--- src/hw/rtl/fdcps_pkg.sv ---
// Shared types and constants for the floppy controller phase sequencer.
// No dependencies; imported by every module of the block.
package fdcps_pkg;

  // Disk geometry
  localparam int unsigned SectorBytes     = 512;
  localparam int unsigned SectorsPerTrack = 18;
  localparam int unsigned DiskBytes       = 1474560;

  localparam int unsigned AddrW   = $clog2(DiskBytes);
  localparam int unsigned OffW    = $clog2(SectorBytes);
  // Sector index ((track*2 + head)*spt + sector - 1) stays below 2^15 for the
  // largest geometry (765*18 + 254).
  localparam int unsigned SecIdxW = 15;
  localparam int unsigned LinW    = SecIdxW + OffW + 1;

  // Access kinds
  localparam logic OpRead  = 1'b0;
  localparam logic OpWrite = 1'b1;

  // Bus ports
  localparam logic [1:0] PortFifo   = 2'd0;
  localparam logic [1:0] PortStatus = 2'd1;
  localparam logic [1:0] PortDor    = 2'd2;
  localparam logic [1:0] PortCcr    = 2'd3;

  // Command nibbles
  localparam logic [3:0] CmdSense   = 4'h8;
  localparam logic [3:0] CmdSpecify = 4'h3;
  localparam logic [3:0] CmdRecal   = 4'h7;
  localparam logic [3:0] CmdRead    = 4'h6;
  localparam logic [3:0] CmdWrite   = 4'h5;

  localparam logic [7:0] StatusRqm  = 8'h80;
  localparam int unsigned DorResetBit = 2;

  localparam logic [3:0] SpecifyParams = 4'd2;
  localparam logic [3:0] XferParams    = 4'd8;
  localparam logic [2:0] ResultBytes   = 3'd7;

  typedef enum logic [1:0] {
    PhIdle   = 2'd0,
    PhCmd    = 2'd1,
    PhExec   = 2'd2,
    PhResult = 2'd3
  } phase_e;

  typedef enum logic [2:0] {
    KindSense   = 3'd0,
    KindSpecify = 3'd1,
    KindRecal   = 3'd2,
    KindRead    = 3'd3,
    KindWrite   = 3'd4
  } kind_e;

  // Result of one access, as produced by the sequencer core
  typedef struct packed {
    logic [7:0] data;
    logic       irq;
    logic       bad;
    logic       from_mem;
  } result_t;

  // Disk store access request
  typedef struct packed {
    logic             we;
    logic             re;
    logic [AddrW-1:0] addr;
    logic [7:0]       wdata;
  } mem_req_t;

endpackage

--- src/hw/rtl/fdcps_core.sv ---
// Phase sequencer core: controller state and per-access decode.
// Depends on fdcps_pkg; drives the disk store request for the top level.
module fdcps_core
  import fdcps_pkg::*;
(
  input  logic       clk_i,
  input  logic       rst_ni,
  input  logic       step_i,
  input  logic       op_i,
  input  logic [1:0] port_i,
  input  logic [7:0] wdata_i,
  output result_t    result_o,
  output mem_req_t   mem_req_o
);

  phase_e          phase_q, phase_d;
  kind_e           kind_q, kind_d;
  logic [3:0]      param_q, param_d;
  logic [2:0]      rcnt_q, rcnt_d;
  logic [7:0]      track_q, track_d;
  logic [7:0]      head_q, head_d;
  logic [7:0]      sector_q, sector_d;
  logic [OffW-1:0] off_q, off_d;

  logic [SecIdxW-1:0] th, sec_idx;
  logic [LinW-1:0]    lin;
  logic               in_range;
  logic [3:0]         param_inc;
  logic [2:0]         rcnt_inc;
  logic               off_last;
  result_t            res;
  mem_req_t           req;

  // Disk address from the current track, head, sector and offset
  always_comb begin
    th       = SecIdxW'({track_q, 1'b0}) + SecIdxW'(head_q);
    sec_idx  = SecIdxW'(th * SecIdxW'(SectorsPerTrack)) + SecIdxW'(sector_q) - SecIdxW'(1);
    lin      = LinW'(LinW'(sec_idx) * LinW'(SectorBytes)) + LinW'(off_q);
    in_range = (sector_q != 8'd0) && (lin < LinW'(DiskBytes));
  end

  assign param_inc = param_q + 4'd1;
  assign rcnt_inc  = rcnt_q + 3'd1;
  assign off_last  = (off_q == OffW'(SectorBytes - 1));

  // Decode one access and work out the next state
  always_comb begin
    phase_d  = phase_q;
    kind_d   = kind_q;
    param_d  = param_q;
    rcnt_d   = rcnt_q;
    track_d  = track_q;
    head_d   = head_q;
    sector_d = sector_q;
    off_d    = off_q;
    res      = '0;
    req      = '0;
    req.addr = lin[AddrW-1:0];
    req.wdata = wdata_i;

    if (op_i == OpWrite) begin
      case (port_i)
        PortFifo: begin
          unique case (phase_q)
            PhIdle: begin
              res.bad = 1'b0;
              case (wdata_i[3:0])
                CmdSense:   kind_d = KindSense;
                CmdSpecify: kind_d = KindSpecify;
                CmdRecal:   kind_d = KindRecal;
                CmdRead:    kind_d = KindRead;
                CmdWrite:   kind_d = KindWrite;
                default:    res.bad = 1'b1;
              endcase
              if (!res.bad) begin
                param_d = 4'd0;
                rcnt_d  = 3'd0;
                phase_d = PhCmd;
              end else begin
                kind_d = kind_q;
              end
            end
            PhCmd: begin
              unique case (kind_q)
                KindSpecify: begin
                  param_d = param_inc;
                  if (param_inc >= SpecifyParams) begin
                    param_d = 4'd0;
                    phase_d = PhIdle;
                  end
                end
                KindRecal: begin
                  param_d = 4'd0;
                  phase_d = PhIdle;
                  res.irq = 1'b1;
                end
                KindRead, KindWrite: begin
                  param_d = param_inc;
                  if (param_inc == 4'd2) begin
                    track_d = wdata_i;
                  end else if (param_inc == 4'd3) begin
                    head_d = wdata_i;
                  end else if (param_inc == 4'd4) begin
                    sector_d = wdata_i;
                  end else if (param_inc >= XferParams) begin
                    param_d = 4'd0;
                    off_d   = '0;
                    phase_d = PhExec;
                    res.irq = 1'b1;
                  end
                end
                default: res.bad = 1'b1;
              endcase
            end
            PhExec: begin
              if (kind_q == KindWrite) begin
                req.we = in_range;
                off_d  = off_q + OffW'(1);
                if (off_last) begin
                  off_d   = '0;
                  phase_d = PhResult;
                end
              end else begin
                res.bad = 1'b1;
              end
            end
            PhResult: res.bad = 1'b1;
            default:  res.bad = 1'b1;
          endcase
        end
        PortDor: begin
          if (wdata_i[DorResetBit]) begin
            phase_d = PhIdle;
            res.irq = 1'b1;
          end
        end
        PortCcr: ;
        default: res.bad = 1'b1;
      endcase
    end else begin
      case (port_i)
        PortFifo: begin
          if (phase_q == PhCmd && kind_q == KindSense) begin
            param_d = param_inc;
            if (param_inc >= SpecifyParams) begin
              param_d = 4'd0;
              phase_d = PhIdle;
            end
          end else if (phase_q == PhExec && kind_q == KindRead) begin
            req.re       = in_range;
            res.from_mem = in_range;
            off_d        = off_q + OffW'(1);
            if (off_last) begin
              off_d   = '0;
              phase_d = PhResult;
            end
          end else if (phase_q == PhResult &&
                       (kind_q == KindRead || kind_q == KindWrite)) begin
            rcnt_d = rcnt_inc;
            if (rcnt_inc >= ResultBytes) begin
              rcnt_d  = 3'd0;
              phase_d = PhIdle;
            end
          end else begin
            res.bad = 1'b1;
          end
        end
        PortStatus: res.data = StatusRqm;
        default:    res.bad = 1'b1;
      endcase
    end

    // Drop every effect of a bad access
    if (res.bad) begin
      phase_d  = phase_q;
      kind_d   = kind_q;
      param_d  = param_q;
      rcnt_d   = rcnt_q;
      track_d  = track_q;
      head_d   = head_q;
      sector_d = sector_q;
      off_d    = off_q;
      res.irq  = 1'b0;
      res.data = 8'h00;
      res.from_mem = 1'b0;
      req.we   = 1'b0;
      req.re   = 1'b0;
    end

    // Nothing moves without a transfer
    if (!step_i) begin
      req.we = 1'b0;
      req.re = 1'b0;
    end
  end

  always_ff @(posedge clk_i or negedge rst_ni) begin
    if (!rst_ni) begin
      phase_q  <= PhIdle;
      kind_q   <= KindSense;
      param_q  <= 4'd0;
      rcnt_q   <= 3'd0;
      track_q  <= 8'd0;
      head_q   <= 8'd0;
      sector_q <= 8'd0;
      off_q    <= '0;
    end else if (step_i) begin
      phase_q  <= phase_d;
      kind_q   <= kind_d;
      param_q  <= param_d;
      rcnt_q   <= rcnt_d;
      track_q  <= track_d;
      head_q   <= head_d;
      sector_q <= sector_d;
      off_q    <= off_d;
    end
  end

  assign result_o  = res;
  assign mem_req_o = req;

endmodule

--- config.mk ---
export PLATFORM = sky130hd
export DESIGN_NAME = fdcps_core
export DESIGN_NICKNAME = d
export VERILOG_FILES = /design/src/hw/rtl/fdcps_pkg.sv /design/src/hw/rtl/fdcps_core.sv
export SDC_FILE = /design/constraint.sdc
export NUM_CORES = 1
export LEC_CHECK = 0
export ABC_CLOCK_PERIOD_IN_PS = 5410
export CORE_AREA = 2 2 105 107
export DETAILED_ROUTE_END_ITERATION = 10
export DIE_AREA = 0 0 107 109
export DONT_BUFFER_PORTS = 1
export GPL_TIMING_DRIVEN = 0
export SETUP_SLACK_MARGIN = 0.4
export SLEW_MARGIN = 10
export SYNTH_ARGS = -nofsm -noshare
export SYNTH_HDL_FRONTEND = slang
export SYNTH_SLANG_ARGS = --single-unit
--- constraint.sdc ---
create_clock -name clk_i -period 5.41 [get_ports clk_i]
set_clock_uncertainty 0.2 [all_clocks]
set_input_delay 0.2705 -clock clk_i [delete_from_list [all_inputs] [get_ports clk_i]]
set_output_delay 0.2705 -clock clk_i [all_outputs]
set_load 0.02 [all_outputs]
# --- Word level (Yosys, flattened, before mapping) ---
# Cells that the tools add are included.
classes:
  muxes: 91
  n_eq_ne: 42
  mul: 1
  n_reduce_logical: 29
  n_lt_le_gt_ge: 4
  add_sub_neg: 7
  bitwise: 4
  div_mod_pow: 0
  shift: 0
op_table:
  columns: ["cell", "count"]
  rows:
  - ["$mux W9", 13]
  - ["$mux W4", 10]
  - ["$mux W2", 18]
  - ["$mux W1", 27]
  - ["$mux W3", 9]
  - ["$add A24 B9 Y25", 1]
  - ["$lt A25 B21 Y1 const B", 1]
  - ["$reduce_and A7 Y1", 3]
  - ["$ne A5 B5 Y1 const B", 4]
  - ["$ne A3 B3 Y1 const B", 6]
  - ["$pmux W9 S2", 1]
  - ["$eq A4 B3 Y1 const B", 4]
  - ["$mux W8", 2]
  - ["$reduce_and A8 Y1", 2]
  - ["$add A15 B8 Y15", 1]
  - ["$pmux W3 S5", 1]
  - ["$reduce_and A15 Y1", 1]
  - ["$sub A15 B1 Y15 const B", 1]
  - ["$mul A10 B4 Y14 const B", 1]
  - ["$eq A4 B2 Y1 const B", 3]
  - ["$pmux W2 S3", 2]
  - ["$pmux W4 S3", 1]
  - ["$reduce_and A12 Y1", 1]
  - ["$add A9 B8 Y10", 1]
  - ["38 further kinds", 64]
word_totals:
  elab_cells: 186
  n_memories: 0
  rom_bits: 0
  ram_bits: 0
  output_inout_bits: 42
  latch_bits: 0
  inputBits: 14
  regBits: 45

# --- Depth between registers and ports, before layout ---
# Gate-level depths: netlist of the first run.
logic_depth:
  word_depth: 13
  mapped_depth: 21
  ltp_nobuf: 20

# --- Worst setup path before layout of the first run ---
# Ideal clock, no wire load.
synth_path:
  path_type: "reg2out"
  start: "register track_q[0]"
  end: "output port mem_req_o[29] (netlist bit)"
  required_time_ns: 4.939
  path_buffers: 0
  arrival_time_ns: 5.280
  stages_incl_launch_ff: 21
  slack_ns: -0.341
  path_cell_list: "dfrtp_1 > ha_1 > fa_1 > a21o_1 > a211oi_1 > a21oi_1 > ha_1 > inv_1 > fa_1 > ha_1 > inv_1 > ha_1 > and3b_1 > a211oi_1 > nand3_1 > a22o_1 > a22o_1 > a41o_1 > a32oi_1 > nand2_1 > nor4_1"
synth_rtl:
  columns: ["element", "line_no", "rtl"]
  rows:
  - ["from (decl)", "fdcps_core.sv:20", "logic [7:0] track_q, track_d;"]
  - ["from (signal assigned)", "fdcps_core.sv:212", "track_q <= track_d;"]
  - ["to (decl)", "fdcps_core.sv:13", "output mem_req_t mem_req_o"]

==> impl_metrics.csv, run 1 <==
group,metric,value,unit
outcome,result_of_the_run,"finished with violations",
outcome,violations,"negative setup slack",
synth,synth_edf_count,0,
floorplanning,row_count,38,
timing,finalSetupViolations,3,
floorplanning,fp.dieH,109,um
pwr,power.density,143,nW/um^2
place,gp_congestion,0.827,
drt,vias,3935,
setup_path,crit_path_end_kind,"output pin",
floorplanning,design.portCount,56,
floorplanning,die-area,11700,um^2
drt,wl_met2,5680,um
grt,grtUsageTotal,0.187,
cells_and_area,antennaDiodeCount,0,
setup_path,number_of_gates_on_the_worst_path_with_buffers_counted,19,
drt,drcViolationCount,0,
setup_path,timing.setup.critical_path_class,"flop to output pin",
drt,dr_pass1_iterations,8,
setup_path,crit_fanout,6,
timing,drv_slew,0,
timing,max_freq,174,MHz
timing,fin_hold_ws,0.0280,ns
setup_path,critical-path-top-delay-family,"adder cells",
cells_and_area,area_delta_synth_final,21.1,%
synth,dominantRegCellSynth,"dfrtp_1",
job,max-cap-violations,0,
synth,synthesis.instances,520,
synth,yosys_register_bits,45,
grt,maximum_number_of_pins_on_one_net_before_global_route_repair,46,
cells_and_area,final_net_count,632,
synth,mappedNetlistArea,4420,um^2
timing,timing.final.ws_setup,-0.326,ns
floorplanning,floorplan.initialDensity,0.417,
place,dp_cells,666,
timing,min_period_over_period,1.06,
floorplanning,die_w,107,um
pwr,power.leakage,0.00257,uW
timing,max_slew_margin,0.481,
worst_hold_path,timing.hold.worst_path_depth,3,
clock_network,insertion_delay,0.29,ns
clock_network,cts-root-buf,"clkbuf_8",
clock_network,cts_buffer_depth,2,
floorplanning,core_area,10600,um^2
cells_and_area,instances_no_fill,707,
grt,first_global_vias,3729,
synth,syn_warnings,0,
clock_network,cts_max_level,2,
drt,ant_nets,0,
synth,sequential_fraction_of_the_synthesis_area,0.255,
setup_path,worst_path_largest_cell_delay,0.41,ns
setup_path,critPathLaunchType,"flop",
setup_path,critPathRequiredTime,4.94,ns
timing,final_period_minus_worst_setup_slack,5.74,ns
cells_and_area,post_route_cells_drive_above_1_share,0.256,
drt,routed.top_layer,"met4",
setup_path,timing.critical_path.slowest_stage_cell,"fa_1",
place,port_buf_inserts,0,
synth,syn_area_per_cell,8.50,um^2
grt,grt_pass1_wl,17600,um
setup_path,crit_path_cell_trace,"ha_2 > fa_2 > a211o_1 > a21oi_2 > ha_1 > inv_2 > fa_1 > ha_1 > inv_2 > ha_4 > and3b_1 > a211oi_2 > nand3_2 > a22o_1 > a22o_1 > a41o_1 > a32oi_2 > nand4_1 > nor3_4",
place,hpwl,8140,um
drt,detail_route.wirelength,10800,um
grt,global_route.overflow_total,0,
cells_and_area,filler_cell_count,978,
setup_path,arrival,5.27,ns
grt,grt_antenna_before_repair,0,
drt,wirelength_met1,4550,um
cells_and_area,postLayoutCellArea,5350,um^2
drt,wl_met3,368,um
drt,detail_route.vias_per_cell,5.57,
clock_network,cts_tree,"done",
timing,worst-slew-pin-transition,0.773,ns
clock_network,cts_num_sinks,45,
place,dpl-instance-area,4750,um^2
synth,ys_async_sr_fraction,1.00,
timing,timing_hold_violations_final,0,
setup_path,ff2ff_path_depth,11,
clock_network,cts_inserted_buffers,5,
worst_hold_path,hold_path_class,"input port to flop",
pwr,ir_drop,0.134,mV
drt,routedWlPerCell,15.3,um
synth,post_synth_num_cell_types,69,
setup_path,buffers_inverters_on_critical_path,2,
timing,grt_setup_unrepaired,"true",
drt,initialDrtViolationCount,199,
clock_network,clk_transition_reported_paths,0.08,ns
metal layers:
layer | track usage | vias up
met2 | 0.350 | 79
li1 | - | 1945
met1 | 0.225 | 1891
met5 | 0 | -
met4 | 0.0566 | 0
met3 | 0.0209 | 20
stage by stage:
stage               setup WS [ns]  utilization  total power, uW  setup TNS (ns)
finish                     -0.326        0.505              767          -0.930
global route               -0.575        0.505              813           -1.70
CTS                        -0.343        0.479              772          -0.942
detailed placement         -0.120        0.448              541          -0.333
global placement           -0.105        0.448              540          -0.309
floorplan                   0.364            -              505               0
report_power, final:
| group | switching, uW | internal [uW] | total [uW] |
|---|---|---|---|
| combinational | 129 | 72.3 | 201 |
| clock | 107 | 101 | 208 |
| sequential | 11.9 | 347 | 358 |
placed cells by master (no fill, tap or decap), types with 5 or more instances in the layout:
cell,n
nor3_1,10
a21o_1,7
and3_1,8
or3_1,5
mux2_2,25
inv_1,43
nor2b_1,8
ha_1,39
clkbuf_8,6
nand3_1,16
xor2_1,7
nand2b_1,11
o21ai_0,42
xnor2_1,9
a21oi_2,6
conb_1,7
nand4_1,5
o21a_1,6
ha_4,6
o31ai_1,5
buf_4,42
dlygate4sd3_1,8
a21oi_1,15
dfrtp_1,44
nor2_1,34
nand2_1,35
cells in the mapped netlist (2+ instances only):
master    count  share of area
a211o_1       5         0.0099
a211oi_1      7          0.012
a21o_1        7          0.012
a21oi_1      22          0.025
a22o_1        3         0.0059
a311oi_1      2         0.0040
a31oi_1       3         0.0042
and2_1        4         0.0057
and3_1        8          0.011
buf_2         3         0.0034
buf_4        16          0.027
clkbuf_1      6         0.0051
dfrtp_1      45           0.25
fa_1          3          0.014
ha_1         48           0.14
inv_1        47          0.040
mux2_2       25          0.064
nand2_1      36          0.031
nand2b_1     11          0.016
nand3_1      17          0.019
nand3b_1      3         0.0051
nand4_1       5         0.0071
nand4b_1      2         0.0040
nor2_1       35          0.030
nor2b_1       8          0.011
nor3_1       11          0.012
nor3b_1       2         0.0034
nor3b_4       2         0.0085
nor4_1        6         0.0085
o211ai_1      4         0.0068
o21a_1        7          0.012
o21ai_0      46          0.052
o22a_1        2         0.0040
o31a_1        3         0.0059
o31ai_1       6          0.010
or2_2         2         0.0028
or3_1         6         0.0085
or4_1         2         0.0034
xnor2_1      12          0.024
xor2_1        9          0.018
registers in the layout, indices dropped and copies added, names as in the netlist:
signal	count
head_q	8
param_q	4
track_q	8
off_q	9
rcnt_q	3
sector_q	8
phase_q	2
kind_q	3
worst min-delay path, stage by stage:
cell	delay (ns)
xor2_1	0.04
nand3b_1	0.09
o21ai_0	0.07
final timing paths:
| path | to | startpoint | slack [ns] |
|---|---|---|---|
| setup reg to reg | rcnt_q[2] | phase_q[0] | 1.63 |
| setup / recovery | mem_req_o[30] | track_q[0] | -0.33 |
| hold reg to reg | head_q[1] | head_q[1] | 0.32 |
| min in group asynchronous | off_q[5] | rst_ni | 0.24 |
| max in group asynchronous | track_q[1] | rst_ni | 4.52 |
| hold / removal | kind_q[0] | wdata_i[0] | 0.03 |
logic make-up after synthesis:
family                   synth area share
XOR/XNOR                           0.0453
AND/OR/NAND/NOR                     0.204
other                            0.000849
adder cells (fa/ha/maj)             0.154
multiplexers                       0.0637
buffers and inverters              0.0781
flip-flops                          0.255
AO/OA/AOI/OAI                       0.199
area by class of cell:
| type | count | area (um^2) | area share |
|---|---|---|---|
| multi-input cells | 408 | 3310 | 0.617 |
| flip-flops and latches | 45 | 1130 | 0.211 |
| repair buffers | 34 | 295 | 0.0552 |
| plain buffers | 26 | 184 | 0.0344 |
| inverters | 47 | 176 | 0.0330 |
| well taps | 140 | 175 | 0.0327 |
| clock buffers | 6 | 82.6 | 0.0154 |
| clock inverters | 1 | 7.51 | 0.00140 |
what timing repair did:
action,4_1_cts,5_1_grt
gates resized for setup,14,31
buffers inserted,12,13
endpoints found under the setup margin,4,5
hold endpoints to repair,69,0
pin swaps,18,20
hold buffers,9,0
Power figures use the tool's default switching activity.
==> run 2: changes to the inputs <==
Settings changed: GPL_TIMING_DRIVEN 0 to 1.
==> run 2 against run 1 <==
The flow still finishes with violations (negative setup slack). Sequential share of layout area is 0.53 points higher. Non-clock buffer count decreased by 12. Critical path depth rose by 8. Die area stayed put. Core utilization shrank 1.3 points. Routed wire length decreased by 0.30%. Count of clock-buffer cells in the layout is the same. Register-to-register slack got worse by 0.18 ns. Clock power increased by 22%. Critical path type unchanged. Critical endpoint is now mem_req_o[23].
==> impl_metrics.csv, run 2 (synthesis results as in run 1) <==
group,metric,value,unit
outcome,result_of_the_run,"finished with violations",
outcome,violations,"negative setup slack",
timing,grt_setup_unrepaired,"true",
pwr,power.leakage,0.00250,uW
place,hpwl,8060,um
timing,timing_hold_violations_final,0,
setup_path,critical-path-top-delay-family,"buffers and inverters",
grt,grtUsageTotal,0.197,
setup_path,critPathRequiredTime,4.94,ns
drt,ant_nets,0,
clock_network,clk_transition_reported_paths,0.09,ns
place,gp_congestion,0.846,
setup_path,worst_path_largest_cell_delay,0.46,ns
setup_path,ff2ff_path_depth,10,
cells_and_area,post_route_cells_drive_above_1_share,0.221,
drt,detail_route.wirelength,10800,um
setup_path,critPathLaunchType,"flop",
timing,drv_slew,0,
job,max-cap-violations,0,
place,port_buf_inserts,0,
pwr,ir_drop,0.132,mV
timing,min_period_over_period,1.06,
setup_path,timing.critical_path.slowest_stage_cell,"fa_2",
clock_network,cts_tree,"done",
cells_and_area,layout.cells.most_common,"dfrtp_1",
cells_and_area,area_delta_synth_final,18.0,%
grt,grt_pass1_wl,18700,um
setup_path,arrival,5.26,ns
timing,worst-slew-pin-transition,0.814,ns
drt,vias,3852,
setup_path,crit_fanout,8,
floorplanning,core_area,10600,um^2
floorplanning,row_count,38,
clock_network,cts_max_level,2,
floorplanning,die-area,11700,um^2
cells_and_area,final_net_count,620,
drt,routedWlPerCell,15.5,um
drt,dr_pass1_iterations,4,
cells_and_area,top_register,"off_q",
clock_network,insertion_delay,0.29,ns
floorplanning,design.portCount,56,
drt,initialDrtViolationCount,137,
worst_hold_path,timing.hold.worst_path_depth,3,
setup_path,timing.setup.critical_path_class,"flop to output pin",
floorplanning,floorplan.initialDensity,0.417,
cells_and_area,commonest_non_fill_non_tap_cells_in_the_layout,"dfrtp_1, inv_1, o21ai_0",
timing,max_freq,174,MHz
grt,first_global_vias,3894,
cells_and_area,fraction_of_the_core_area_covered_by_cells_at_the_end_of_the_flow,0.492,
grt,grt_antenna_before_repair,1,
cells_and_area,largest_register_ff_count,9,
floorplanning,fp.dieH,109,um
drt,detail_route.vias_per_cell,5.53,
grt,maximum_number_of_pins_on_one_net_before_global_route_repair,46,
clock_network,cts-root-buf,"clkbuf_8",
clock_network,cts_inserted_buffers,5,
timing,finalSetupViolations,4,
setup_path,crit_top_cell,"buf_4",
drt,drcViolationCount,0,
cells_and_area,instances_no_fill,697,
worst_hold_path,hold_path_class,"input port to flop",
place,dp_cells,653,
floorplanning,die_w,107,um
grt,global_route.overflow_total,0,
clock_network,cts_buffer_depth,2,
setup_path,buffers_inverters_on_critical_path,16,
timing,final_period_minus_worst_setup_slack,5.73,ns
setup_path,crit_path_end_kind,"output pin",
timing,timing.final.ws_setup,-0.325,ns
pwr,power.density,152,nW/um^2
setup_path,number_of_gates_on_the_worst_path_with_buffers_counted,27,
clock_network,cts_num_sinks,45,
timing,max_slew_margin,0.453,
-- run 2: changes by cell type in the layout (fill, tap and decap cells not counted), moves of 2 or more --
| cell | delta |
|---|---|
| a21oi_1 | +2 |
| a21oi_2 | -2 |
| buf_2 | -3 |
| buf_4 | -9 |
| buf_6 | +4 |
| clkbuf_1 | -3 |
| ha_4 | -2 |
| o21ai_1 | +3 |
| o21ai_4 | -2 |
| xnor2_1 | +2 |
| xnor2_2 | -2 |
-- run 2: cell type report --
type / instances / area [um^2]
Fill cell: 1027 / 5390
Multi-Input combinational cell: 408 / 3200
Sequential cell: 45 / 1130
Timing Repair Buffer: 48 / 422
Inverter: 47 / 179
Tap cell: 140 / 175
Clock buffer: 6 / 72.6
Clock inverter: 2 / 38.8
Antenna cell: 1 / 2.50
-- run 2: metrics by stage --
stage	hold slack (ns)	power [uW]	worst slack [ns]	setup TNS, ns	cell area, um^2
2_1_floorplan	-0.225	505	0.364	0	4570
3_3_place_gp	-0.224	518	0.0605	0	4660
3_5_place_dp	-0.224	521	-0.0390	-0.0701	4660
4_1_cts	0.00575	800	-0.237	-0.821	5150
5_1_grt	0.0111	839	-0.546	-2.09	5220
6_report	0.00989	795	-0.325	-1.08	5220
-- run 2: worst register-to-register path, delay by kind of cell (launching register included) --
kind	cells	cell delay (ns)
DFF	1	0.45
adders and majority gates	1	0.41
buffers and inverters	1	0.12
AOI/OAI and AO/OA	4	1.21
and+or+nand+nor	4	1.52
-- run 2: timing repair --
item                                   in CTS  in global routing
setup endpoints to repair                   4                  6
hold buffers                               10                  0
cloned                                      0                  0
endpoints found under the hold margin      72                  0
gates resized for setup                    18                 12
pin swaps                                  20                  4
setup buffers                              22                  3
-- run 2: path summary, 6_finish.rpt --
check | slack, ns | startpoint | to
max in group asynchronous | 4.52 | rst_ni | param_q[0]
min | 0.01 | wdata_i[2] | kind_q[0]
min in group asynchronous | 0.26 | rst_ni | off_q[6]
max reg2reg | 1.45 | phase_q[1] | rcnt_q[2]
max | -0.32 | track_q[1] | mem_req_o[23]
min reg2reg | 0.32 | head_q[1] | head_q[1]
-- run 2: metal layers --
metal  global-route usage  share of wire  wire [um]
met1                0.241           0.43       4670
met2                0.360           0.51       5490
met3               0.0251          0.032        350
met4               0.0668          0.027        297
met5                    0              0          0
-- run 2: power by group --
group	switching, uW	internal, uW	total (uW)
registers	13.3	347	360
logic	116	65.1	181
clock network	116	139	254
